==> config.mk <==
export PLATFORM = sky130hd
export DESIGN_NAME = gsm7_to_utf8_converter_unit
export DESIGN_NICKNAME = d
export VERILOG_FILES = /design/src/hdl/gtu_pkg.sv /design/src/hdl/gtu_front.sv /design/src/hdl/gtu_queue.sv /design/src/hdl/gtu_back.sv /design/src/hdl/gsm7_to_utf8_converter_unit.sv
export SDC_FILE = /design/constraint.sdc
export NUM_CORES = 1
export LEC_CHECK = 0
export ABC_AREA = 1
export BUFFER_PORTS_ARGS = -buffer_cell sky130_fd_sc_hd__clkbuf_2
export CORE_MARGIN = 1.5
export CORE_UTILIZATION = 45
export CTS_CLUSTER_SIZE = 40
export DETAILED_ROUTE_END_ITERATION = 6
export GPL_ROUTABILITY_DRIVEN = 1
export PLACE_DENSITY = 0.66
export SLEW_MARGIN = 25
export SYNTH_ARGS = -nofsm -noshare
export SYNTH_HDL_FRONTEND = slang
export SYNTH_SLANG_ARGS = --single-unit
export TNS_END_PERCENT = 30
==> constraint.sdc <==
create_clock -name i_clk -period 2.78 [get_ports i_clk]
set_clock_uncertainty 0.1 [all_clocks]
set_input_delay 0.417 -clock i_clk [delete_from_list [all_inputs] [get_ports i_clk]]
set_output_delay 0.417 -clock i_clk [all_outputs]
set_load 0.05 [all_outputs]
==> src/hdl/gtu_pkg.sv <==
// Package for the GSM 7-bit to UTF-8 converter: queue entry types, the
// default and extension code tables, and the UTF-8 encoder function.
// Depends on nothing; every other file but gtu_checker imports it.
package gtu_pkg;

    localparam int GTU_QUEUE_DEPTH = 4;
    localparam logic [7:0] GTU_ESC_CODE = 8'h1B;

    // One converted character: up to three UTF-8 bytes, first byte in slot 0.
    typedef struct packed {
        logic [1:0]      count;
        logic [2:0][7:0] bytes;
    } t_entry;

    // Write request from the front end into the queue.
    typedef struct packed {
        logic   valid;
        t_entry entry;
    } t_push;

    typedef struct packed {
        logic        hit;
        logic [15:0] point;
    } t_lookup;

    // Extension table, used for the byte that follows an escape.
    function automatic t_lookup ext_lookup(input logic [7:0] code);
        t_lookup r;
        r.hit   = 1'b1;
        r.point = 16'h0000;
        unique case (code)
            8'h0A: r.point = 16'h000C;
            8'h14: r.point = 16'h005E;
            8'h1B: r.point = 16'h0020;
            8'h28: r.point = 16'h007B;
            8'h29: r.point = 16'h007D;
            8'h2F: r.point = 16'h005C;
            8'h3C: r.point = 16'h005B;
            8'h3D: r.point = 16'h007E;
            8'h3E: r.point = 16'h005D;
            8'h40: r.point = 16'h007C;
            8'h65: r.point = 16'h20AC;
            default: r.hit = 1'b0;
        endcase
        return r;
    endfunction

    // Default alphabet; codes missing from the table pass through unchanged.
    function automatic logic [15:0] def_point(input logic [7:0] code);
        logic [15:0] p;
        p = {8'h00, code};
        unique case (code)
            8'h00: p = 16'h0040;
            8'h01: p = 16'h00A3;
            8'h02: p = 16'h0024;
            8'h03: p = 16'h00A5;
            8'h04: p = 16'h00E8;
            8'h05: p = 16'h00E9;
            8'h06: p = 16'h00F9;
            8'h07: p = 16'h00EC;
            8'h08: p = 16'h00F2;
            8'h09: p = 16'h00C7;
            8'h0B: p = 16'h00D8;
            8'h0C: p = 16'h00F8;
            8'h0E: p = 16'h00C5;
            8'h0F: p = 16'h00E5;
            8'h10: p = 16'h0394;
            8'h11: p = 16'h005F;
            8'h12: p = 16'h03A6;
            8'h13: p = 16'h0393;
            8'h14: p = 16'h039B;
            8'h15: p = 16'h03A9;
            8'h16: p = 16'h03A0;
            8'h17: p = 16'h03A8;
            8'h18: p = 16'h03A3;
            8'h19: p = 16'h0398;
            8'h1A: p = 16'h039E;
            8'h1C: p = 16'h00C6;
            8'h1D: p = 16'h00E6;
            8'h1E: p = 16'h00DF;
            8'h1F: p = 16'h00C9;
            8'h24: p = 16'h00A4;
            8'h40: p = 16'h00A1;
            8'h5B: p = 16'h00C4;
            8'h5C: p = 16'h00D6;
            8'h5D: p = 16'h00D1;
            8'h5E: p = 16'h00DC;
            8'h5F: p = 16'h00A7;
            8'h60: p = 16'h00BF;
            8'h7B: p = 16'h00E4;
            8'h7C: p = 16'h00F6;
            8'h7D: p = 16'h00F1;
            8'h7E: p = 16'h00FC;
            8'h7F: p = 16'h00E0;
            default: p = {8'h00, code};
        endcase
        return p;
    endfunction

    // UTF-8 encoding of a code point in the basic plane.
    function automatic t_entry utf8_encode(input logic [15:0] p);
        t_entry e;
        e.count = 2'd1;
        e.bytes = '0;
        if (p < 16'h0080) begin
            e.count    = 2'd1;
            e.bytes[0] = p[7:0];
        end else if (p < 16'h0800) begin
            e.count    = 2'd2;
            e.bytes[0] = {3'b110, p[10:6]};
            e.bytes[1] = {2'b10, p[5:0]};
        end else begin
            e.count    = 2'd3;
            e.bytes[0] = {4'b1110, p[15:12]};
            e.bytes[1] = {2'b10, p[11:6]};
            e.bytes[2] = {2'b10, p[5:0]};
        end
        return e;
    endfunction

endpackage

==> src/hdl/gtu_front.sv <==
// Front end of the converter: accepts GSM bytes, tracks the escape prefix,
// looks the code up and encodes it. Depends on gtu_pkg.
module gtu_front (
    input  logic           i_clk,
    input  logic           i_rst_n,
    input  logic           i_s_axis_tvalid,
    output logic           o_s_axis_tready,
    input  logic [7:0]     i_s_axis_tdata,
    input  logic           i_s_axis_tlast,
    input  logic           i_q_full,
    output gtu_pkg::t_push o_push
);
    import gtu_pkg::*;

    logic    r_esc_pending;
    logic    n_esc_pending;
    logic    accept;
    t_lookup ext;
    logic    emit;

    assign o_s_axis_tready = !i_q_full;
    assign accept          = i_s_axis_tvalid && !i_q_full;
    assign ext             = ext_lookup(i_s_axis_tdata);

    always_comb begin
        n_esc_pending = r_esc_pending;
        emit          = 1'b0;
        o_push.entry  = utf8_encode(def_point(i_s_axis_tdata));
        if (r_esc_pending) begin
            emit         = ext.hit;
            o_push.entry = utf8_encode(ext.point);
        end else if (i_s_axis_tdata != GTU_ESC_CODE) begin
            emit = 1'b1;
        end
        if (accept) begin
            n_esc_pending = !r_esc_pending && (i_s_axis_tdata == GTU_ESC_CODE)
                            && !i_s_axis_tlast;
        end
        o_push.valid = accept && emit;
    end

    always_ff @(posedge i_clk) begin
        if (!i_rst_n) begin
            r_esc_pending <= 1'b0;
        end else begin
            r_esc_pending <= n_esc_pending;
        end
    end

endmodule

==> src/hdl/gtu_queue.sv <==
// Short queue of encoded characters between the front end and the byte
// serializer. Depends on gtu_pkg.
module gtu_queue #(
    parameter int DEPTH = gtu_pkg::GTU_QUEUE_DEPTH
) (
    input  logic            i_clk,
    input  logic            i_rst_n,
    input  gtu_pkg::t_push  i_push,
    output logic            o_full,
    input  logic            i_pop,
    output logic            o_head_valid,
    output gtu_pkg::t_entry o_head
);
    import gtu_pkg::*;

    localparam int PTR_W = (DEPTH > 1) ? $clog2(DEPTH) : 1;
    localparam int CNT_W = $clog2(DEPTH + 1);

    t_entry           r_mem [DEPTH];
    logic [PTR_W-1:0] r_wr_ptr;
    logic [PTR_W-1:0] r_rd_ptr;
    logic [CNT_W-1:0] r_count;
    logic             do_push;
    logic             do_pop;

    assign o_full       = (r_count == CNT_W'(DEPTH));
    assign o_head_valid = (r_count != '0);
    assign o_head       = r_mem[r_rd_ptr];
    assign do_push      = i_push.valid && !o_full;
    assign do_pop       = i_pop && o_head_valid;

    function automatic logic [PTR_W-1:0] ptr_next(input logic [PTR_W-1:0] p);
        return (p == PTR_W'(DEPTH - 1)) ? '0 : p + 1'b1;
    endfunction

    always_ff @(posedge i_clk) begin
        if (do_push) begin
            r_mem[r_wr_ptr] <= i_push.entry;
        end
    end

    always_ff @(posedge i_clk) begin
        if (!i_rst_n) begin
            r_wr_ptr <= '0;
            r_rd_ptr <= '0;
            r_count  <= '0;
        end else begin
            if (do_push) begin
                r_wr_ptr <= ptr_next(r_wr_ptr);
            end
            if (do_pop) begin
                r_rd_ptr <= ptr_next(r_rd_ptr);
            end
            if (do_push && !do_pop) begin
                r_count <= r_count + 1'b1;
            end else if (do_pop && !do_push) begin
                r_count <= r_count - 1'b1;
            end
        end
    end

endmodule

==> src/hdl/gtu_back.sv <==
// Back end: sends the bytes of each queued character one per cycle unless
// stalled, through a registered output stage. Depends on gtu_pkg.
module gtu_back (
    input  logic            i_clk,
    input  logic            i_rst_n,
    input  logic            i_head_valid,
    input  gtu_pkg::t_entry i_head,
    output logic            o_pop,
    output logic            o_m_axis_tvalid,
    input  logic            i_m_axis_tready,
    output logic [7:0]      o_m_axis_tdata,
    output logic            o_m_axis_tlast
);
    import gtu_pkg::*;

    logic [1:0] r_idx;
    logic       r_out_valid;
    logic [7:0] r_out_data;
    logic       r_out_last;
    logic       load;
    logic       is_last;

    assign load    = i_head_valid && (!r_out_valid || i_m_axis_tready);
    assign is_last = (r_idx == i_head.count - 2'd1);
    assign o_pop   = load && is_last;

    assign o_m_axis_tvalid = r_out_valid;
    assign o_m_axis_tdata  = r_out_data;
    assign o_m_axis_tlast  = r_out_last;

    always_ff @(posedge i_clk) begin
        if (!i_rst_n) begin
            r_out_valid <= 1'b0;
            r_idx       <= 2'd0;
        end else if (load) begin
            r_out_valid <= 1'b1;
            r_idx       <= is_last ? 2'd0 : r_idx + 2'd1;
        end else if (i_m_axis_tready) begin
            r_out_valid <= 1'b0;
        end
    end

    always_ff @(posedge i_clk) begin
        if (load) begin
            r_out_data <= i_head.bytes[r_idx];
            r_out_last <= is_last;
        end
    end

endmodule

==> src/hdl/gsm7_to_utf8_converter_unit.sv <==
// Top level of the GSM 7-bit default alphabet to UTF-8 converter.
// Depends on gtu_pkg, gtu_front, gtu_queue and gtu_back.
//
//  Channel  | Direction | tdata (LSB up) | tlast
//  s_axis   | in        | gsm_byte[7:0]  | end_of_message
//  m_axis   | out       | utf8_byte[7:0] | last_byte
//
// The input side takes one GSM byte per cycle while the queue has room; the
// output side sends one UTF-8 byte per cycle while the sink is ready, so a
// character takes one byte for ASCII, two for Latin and Greek letters and
// three for the euro sign; the single-byte output port sets the character
// rate. A character's first byte passes the queue, then the output register.
// Reset is synchronous and active low; it clears the escape flag, the queue
// and the output valid flag. Either side can stall on its own: the queue
// absorbs up to QUEUE_DEPTH characters before the input stops accepting.
module gsm7_to_utf8_converter_unit #(
    parameter int QUEUE_DEPTH = gtu_pkg::GTU_QUEUE_DEPTH
) (
    input  logic       i_clk,
    input  logic       i_rst_n,
    input  logic       i_s_axis_tvalid,
    output logic       o_s_axis_tready,
    input  logic [7:0] i_s_axis_tdata,   // [7:0] gsm_byte
    input  logic       i_s_axis_tlast,   // end_of_message
    output logic       o_m_axis_tvalid,
    input  logic       i_m_axis_tready,
    output logic [7:0] o_m_axis_tdata,   // [7:0] utf8_byte
    output logic       o_m_axis_tlast    // last_byte
);
    import gtu_pkg::*;

    t_push  push;
    logic   q_full;
    logic   pop;
    logic   head_valid;
    t_entry head;

    // Front end: escape tracking, table lookup and encoding in the accept
    // cycle. A request that produces no character (an escape, or an unknown
    // extension code) is consumed without a queue write.
    gtu_front u_front (
        .i_clk           (i_clk),
        .i_rst_n         (i_rst_n),
        .i_s_axis_tvalid (i_s_axis_tvalid),
        .o_s_axis_tready (o_s_axis_tready),
        .i_s_axis_tdata  (i_s_axis_tdata),
        .i_s_axis_tlast  (i_s_axis_tlast),
        .i_q_full        (q_full),
        .o_push          (push)
    );

    // Queue of encoded characters between the two sides.
    gtu_queue #(
        .DEPTH (QUEUE_DEPTH)
    ) u_queue (
        .i_clk        (i_clk),
        .i_rst_n      (i_rst_n),
        .i_push       (push),
        .o_full       (q_full),
        .i_pop        (pop),
        .o_head_valid (head_valid),
        .o_head       (head)
    );

    // Back end: byte serializer with a registered output.
    gtu_back u_back (
        .i_clk           (i_clk),
        .i_rst_n         (i_rst_n),
        .i_head_valid    (head_valid),
        .i_head          (head),
        .o_pop           (pop),
        .o_m_axis_tvalid (o_m_axis_tvalid),
        .i_m_axis_tready (i_m_axis_tready),
        .o_m_axis_tdata  (o_m_axis_tdata),
        .o_m_axis_tlast  (o_m_axis_tlast)
    );

endmodule

Word-level counts from Yosys, hierarchy flattened
Memories as Yosys holds them, arrays and structs flattened. A register that Yosys moved wholly into a read port is not among the register bits. Index checks and enable logic that the tools add are counted.

Register bits: 20. Bits of input ports: 13. Memories kept: 1. Memory bits (writable): 104. Output and inout port bits: 11. Logic and storage cells: 128.

Memories: u_queue.r_mem (depth 4, width 26, read ports 1, clocked after Yosys merged registers in 1, write ports 1, line gtu_queue.sv:19) `t_entry r_mem [DEPTH];`.

Mux-type cells: 31. Reductions and logical operators: 22. Add/subtract/negate cells: 6. Magnitude comparators: 5. Equality and inequality tests: 55.

Operators by type and width (number): $pmux 10 s42 (1); $pmux 14 s11 (1); $eq 8x5->1 const B (16); $eq 8x7->1 const B (13); $eq 8x4->1 const B (7); $eq 8x6->1 const B (7); $mux 8 (5); $eq 8x3->1 const B (4); $mux 16 (2); $mux 14 (2); $mux 26 (1); $bmux 8 s2 (1); $eq 8x2->1 const B (2); $lt 14x12->1 const B (1); $lt 14x8->1 const B (1); $mux 2 (7); $lt 10x12->1 const B (1); $reduce_or 11->1 (1); $logic_and 1x1->1 (10); $lt 10x8->1 const B (1); $mux 1 (9); $eq 8x1->1 const B (1); $logic_not 8->1 (1); $ne 8x5->1 const B (1); other kinds (13) (23).

Longest topological paths before layout
Depth after elaboration: 10. Depth in mapped cells: 18. Mapped depth without buffers: 18.

Cells and area by module
A second synthesis with hierarchy kept.

Cell total of the unflattened synthesis: 697. Area, all modules: 6441.2 sq um.

By module, submodules not included: gtu_queue (seq. area each 3303.2 sq um, cells an instance 322, area each 4341.7 sq um, times used 1); gtu_front (seq. area each 20.0 sq um, cells an instance 299, area each 1420.1 sq um, times used 1); gtu_back (seq. area each 330.3 sq um, cells an instance 76, area each 679.4 sq um, times used 1).

Least setup slack after synthesis
Ideal clock, no wire load.

Path kind: in2reg. From: input port i_s_axis_tdata[3]. To: memory u_queue.r_mem[0][0] in the netlist's numbering (enable). Path buffers: 1. Data required time: 2.277 ns. Cell stages on the path: 10. Setup slack: -0.219 ns. Setup time: 0.403 ns. Data arrival time: 2.496 ns. Cells stage by stage: buf_4 nor2_2 nand2_2 nor2_1 nor2_1 nand3_1 nor2_1 nand4_2 nand2_1 nor2_1.

Word-level cells in the longest chain between the ends: 8. Elaborated cells between the ends (all ways): 20. Those cells by class: 12 x eq/ne; 5 x mux; 3 x reduce/logical.

RTL lines: start, declared (line gsm7_to_utf8_converter_unit.sv:23) `input logic [7:0] i_s_axis_tdata,`; $eq 8x4->1 (tied with other cells) (line gtu_pkg.sv:31) `unique case (code)`; $reduce_or 11->1 (no source line); $mux 1 (line gtu_pkg.sv:31); $mux 1 (*) (line gtu_front.sv:29) `if (r_esc_pending) begin`; $logic_and 1x1->1 (*) (line gtu_front.sv:39) `o_push.valid = accept && emit;`; $logic_and 1x1->1 (*) (line gtu_queue.sv:29) `assign do_push = i_push.valid && !o_full;`; $mux 1 (*) (line gtu_queue.sv:37) `if (do_push) begin`; $mux 1 (not written as such) (*) (line gtu_queue.sv:38) `r_mem[r_wr_ptr] <= i_push.entry;`; end, declared (line gtu_queue.sv:19).

Mark *: on every way between the ends. The rest lies on a longest branch, timed or not.

==> impl_metrics.xml <==
<?xml version="1.0" encoding="UTF-8"?>
<metrics>
  <group name="status">
    <metric name="status" unit="">completed</metric>
  </group>
  <group name="worst_hold_path">
    <metric name="classification_of_the_worst_slack_hold_path" unit="">input pin to flop</metric>
    <metric name="hold_path.startpoint" unit="">i_s_axis_tlast</metric>
  </group>
  <group name="setup_path">
    <metric name="setup.worst_path.class" unit="">flop to flop</metric>
    <metric name="timing.critical_path.arrival" unit="ns">2.73</metric>
    <metric name="worst_path_largest_cell_delay" unit="ns">0.41</metric>
    <metric name="worstPathMaxFanout" unit="">8</metric>
    <metric name="timing.critical_path.cells" unit="">inv_2, nand2_1, nand3_1, nand2_1, xor2_2, inv_1, nand2_1, nand2_1, nand2_2, ha_1, inv_1, fa_1, a21oi_1, o21ai_0, o21ai_0, a21oi_1</metric>
    <metric name="worstPathRequired" unit="ns">2.97</metric>
    <metric name="worst_path_most_repeated_cell" unit="">nand2_1</metric>
    <metric name="setup.worst_path.start_class" unit="">flop</metric>
    <metric name="critPathSlowestCell" unit="">dfxtp_2</metric>
    <metric name="critPathCaptureType" unit="">flop</metric>
  </group>
  <group name="cells_and_area">
    <metric name="final_cell_count_no_fill" unit="">921</metric>
    <metric name="utilization" unit="%">56.7</metric>
    <metric name="final_layout_size_suffix_gt1_share" unit="%">19.9</metric>
    <metric name="final_nets" unit="">756</metric>
    <metric name="mostFrequentLayoutCell" unit="">nand2_1</metric>
    <metric name="areaGrowthSynthToFinish" unit="%">23.1</metric>
    <metric name="most-common-layout-cells" unit="">nand2_1, nor2_1, edfxtp_1, o21ai_0, buf_4</metric>
    <metric name="number_of_inserted_diodes" unit="">0</metric>
  </group>
  <group name="die">
    <metric name="design.die.area" unit="sq um">13600</metric>
    <metric name="floorplan.core_area" unit="sq um">12600</metric>
    <metric name="dieHeight" unit="um">116</metric>
    <metric name="fp-row-count" unit="">41</metric>
    <metric name="initial_core_util" unit="%">46.1</metric>
    <metric name="num_io_pins" unit="">24</metric>
    <metric name="die_w" unit="um">116</metric>
  </group>
  <group name="place">
    <metric name="placement.io_buffers" unit="">23</metric>
    <metric name="hpwl" unit="um">11300</metric>
    <metric name="gp_routability_congestion" unit="">0.951</metric>
    <metric name="dpl.cell_count" unit="">889</metric>
  </group>
  <group name="route">
    <metric name="detailroute.via_count" unit="">4776</metric>
    <metric name="dr_iter_0_viols" unit="">289</metric>
    <metric name="route.detailed.drc" unit="">0</metric>
    <metric name="finalWirelength" unit="um">15400</metric>
    <metric name="count_of_tritonroute_iterations_in_the_first_routing_pass" unit="">5</metric>
    <metric name="vias_cell" unit="">5.19</metric>
    <metric name="antenna_left" unit="">0</metric>
    <metric name="wl_per_cell" unit="um">16.8</metric>
  </group>
  <group name="yosys">
    <metric name="synth.top_cells.by_area" unit="">edfxtp_1, nand2_1, nor2_1, o21ai_0, dfxtp_1</metric>
    <metric name="post_synth_inst_count" unit="">648</metric>
    <metric name="synth.largest_area_cell" unit="">edfxtp_1</metric>
    <metric name="synth-warning-count" unit="">0</metric>
    <metric name="synthesis.area" unit="sq um">5790</metric>
    <metric name="netlist.area_leader.share" unit="%">52.3</metric>
    <metric name="syn_area_per_cell" unit="sq um">8.94</metric>
    <metric name="ys_seq_elements" unit="">114</metric>
    <metric name="netlist-cell-type-count" unit="">38</metric>
    <metric name="synth_seq_area_share" unit="%">56.8</metric>
    <metric name="post_synth_edffs" unit="">101</metric>
    <metric name="synthFlopType" unit="">edfxtp_1</metric>
    <metric name="postSynth.asyncResetShare" unit="%">0</metric>
  </group>
  <group name="timing">
    <metric name="highest_attainable_clock_frequency" unit="MHz">393</metric>
    <metric name="timing.slew.headroom" unit="%">63.5</metric>
    <metric name="report.final.hold_viol_count" unit="">0</metric>
    <metric name="final-setup-viol-count" unit="">0</metric>
    <metric name="max_slew.worst_pin.slew" unit="ns">0.545</metric>
    <metric name="final_max_slew_viol_count" unit="">0</metric>
    <metric name="finalCriticalPeriod" unit="ns">2.54</metric>
    <metric name="period_share" unit="%">91.5</metric>
    <metric name="setup_repair_after_global_routing_missed_its_margin" unit="">false</metric>
  </group>
  <group name="global_routing">
    <metric name="groute.usage.overall" unit="%">24.1</metric>
    <metric name="globalRoute.totalOverflow" unit="">0</metric>
    <metric name="grt_max_degree" unit="">41</metric>
    <metric name="antenna_found_initial" unit="">0</metric>
    <metric name="grt_pass1_wl" unit="um">23800</metric>
    <metric name="first_global_vias" unit="">4619</metric>
  </group>
  <group name="cts">
    <metric name="worstSkewPairLatency" unit="ns">0.40</metric>
    <metric name="cts-root-buf" unit="">clkbuf_16</metric>
    <metric name="cts_tree" unit="">done</metric>
    <metric name="ctsLongestPathBuffers" unit="">2</metric>
    <metric name="cts_inserted_buffers" unit="">17</metric>
    <metric name="numClockSinks" unit="">114</metric>
    <metric name="cts_htree_levels" unit="">4</metric>
    <metric name="clkTransAtPathRegs" unit="ns">0.05</metric>
  </group>
  <group name="power">
    <metric name="power.static_leakage" unit="nW">3.06</metric>
    <metric name="vdd_ir_drop_max" unit="mV">0.463</metric>
    <metric name="pwr_density_cell" unit="nW/um^2">877</metric>
  </group>
  <group name="run">
    <metric name="cap_viol_max_count" unit="">0</metric>
  </group>
</metrics>
-- path summary, 6_finish.rpt --
kind	to	slack, ns	depth (start not counted)
min reg2reg	u_queue.r_rd_ptr[1]	0.40	2
min	u_front.r_esc_pending	0.09	2
max	u_queue.r_count[2]	0.24	16
max reg2reg	u_queue.r_count[2]	0.24	16
-- final cells by class --
class                           count  area, sq um
Sequential cell                   114         3290
Fill cell                        1117         5440
Tap cell                          172          215
Clock buffer                       19          443
Timing Repair Buffer               77          571
Inverter                           56          213
Multi-Input combinational cell    470         2260
Clock inverter                     13          135
-- flip-flops by register name, summed over array words and instances (netlist names), named ones only --
name                    cells
u_queue.r_rd_ptr            2
u_back.o_m_axis_tdata       8
u_front.r_esc_pending       1
u_back.o_m_axis_tlast       1
u_back.r_idx                2
u_queue.r_count             3
u_queue.r_mem              92
u_back.o_m_axis_tvalid      1
u_queue.r_wr_ptr            2
-- cells in the mapped netlist, types with 2 or more instances --
library cell  number
a31oi_1            2
o211ai_1           3
ha_1               6
edfxtp_1         101
buf_2              3
nand2_2           12
nor2_2             7
nand2_1          133
o22ai_1           20
nand3_1           42
o21ai_1            2
buf_4              2
inv_2              6
dfxtp_1           13
nand4_1            9
nor3_1             6
inv_1             49
nor2_1           118
xor2_1             2
a21oi_1           21
clkbuf_1          12
nor2_4             3
o21ai_0           59
nand2_4            3
-- power by group --
part           internal (mW)  total (mW)  switching, mW
combinational          0.532        1.83           1.30
clock                   1.34        2.06          0.723
sequential              2.26        2.37          0.114
-- per-layer routing --
layer | wire length (um) | GRT usage (%) | up-vias | share of wire, %
li1 | - | - | 2376 | -
met1 | 6280 | 27.9 | 2218 | 41
met2 | 7810 | 42.0 | 142 | 51
met3 | 620 | 4.62 | 40 | 4.0
met4 | 730 | 13.4 | 0 | 4.7
met5 | 0 | 0 | - | 0
-- through the flow --
step	instance area [sq um]	setup WS, ns	hold WS, ns	TNS (ns)	power (mW)
floorplan	5840	-0.219	0.359	-20.14	3.65
detailed placement	6540	-0.0660	0.384	-0.0660	4.20
global placement	6540	-0.0164	0.375	-0.0164	4.15
global route	7130	0.0301	0.0855	0	6.59
CTS	7120	0.0549	0.0749	0	6.27
finish	7130	0.236	0.0907	0	6.26
-- cell families (layout without fill, tap and decap cells) --
family	Yosys count	in the layout	share of synthesized area, %
and+or+nand+nor	338	338	25.5
buffers and inverters	75	165	5.23
DFF	114	114	56.8
other	1	12	0.0647
adders and majority gates	7	7	1.64
xor gates and xnor gates	2	2	0.302
AOI/OAI and AO/OA	111	111	10.4
-- critical path: cells and delay by family, from the launching register on --
family | cells | cell delay [ns]
DFF | 1 | 0.41
AOI/OAI and AO/OA | 4 | 0.45
adders and majority gates | 2 | 0.54
xor gates and xnor gates | 1 | 0.17
and+or+nand+nor | 6 | 0.57
buffers and inverters | 3 | 0.21
-- what timing repair did --
item,4_1_cts,5_1_grt
resized for setup,0,3
setup endpoints to repair,0,2
setup buffers,0,0
hold buffers,0,0
Power figures use the tool's default switching activity.
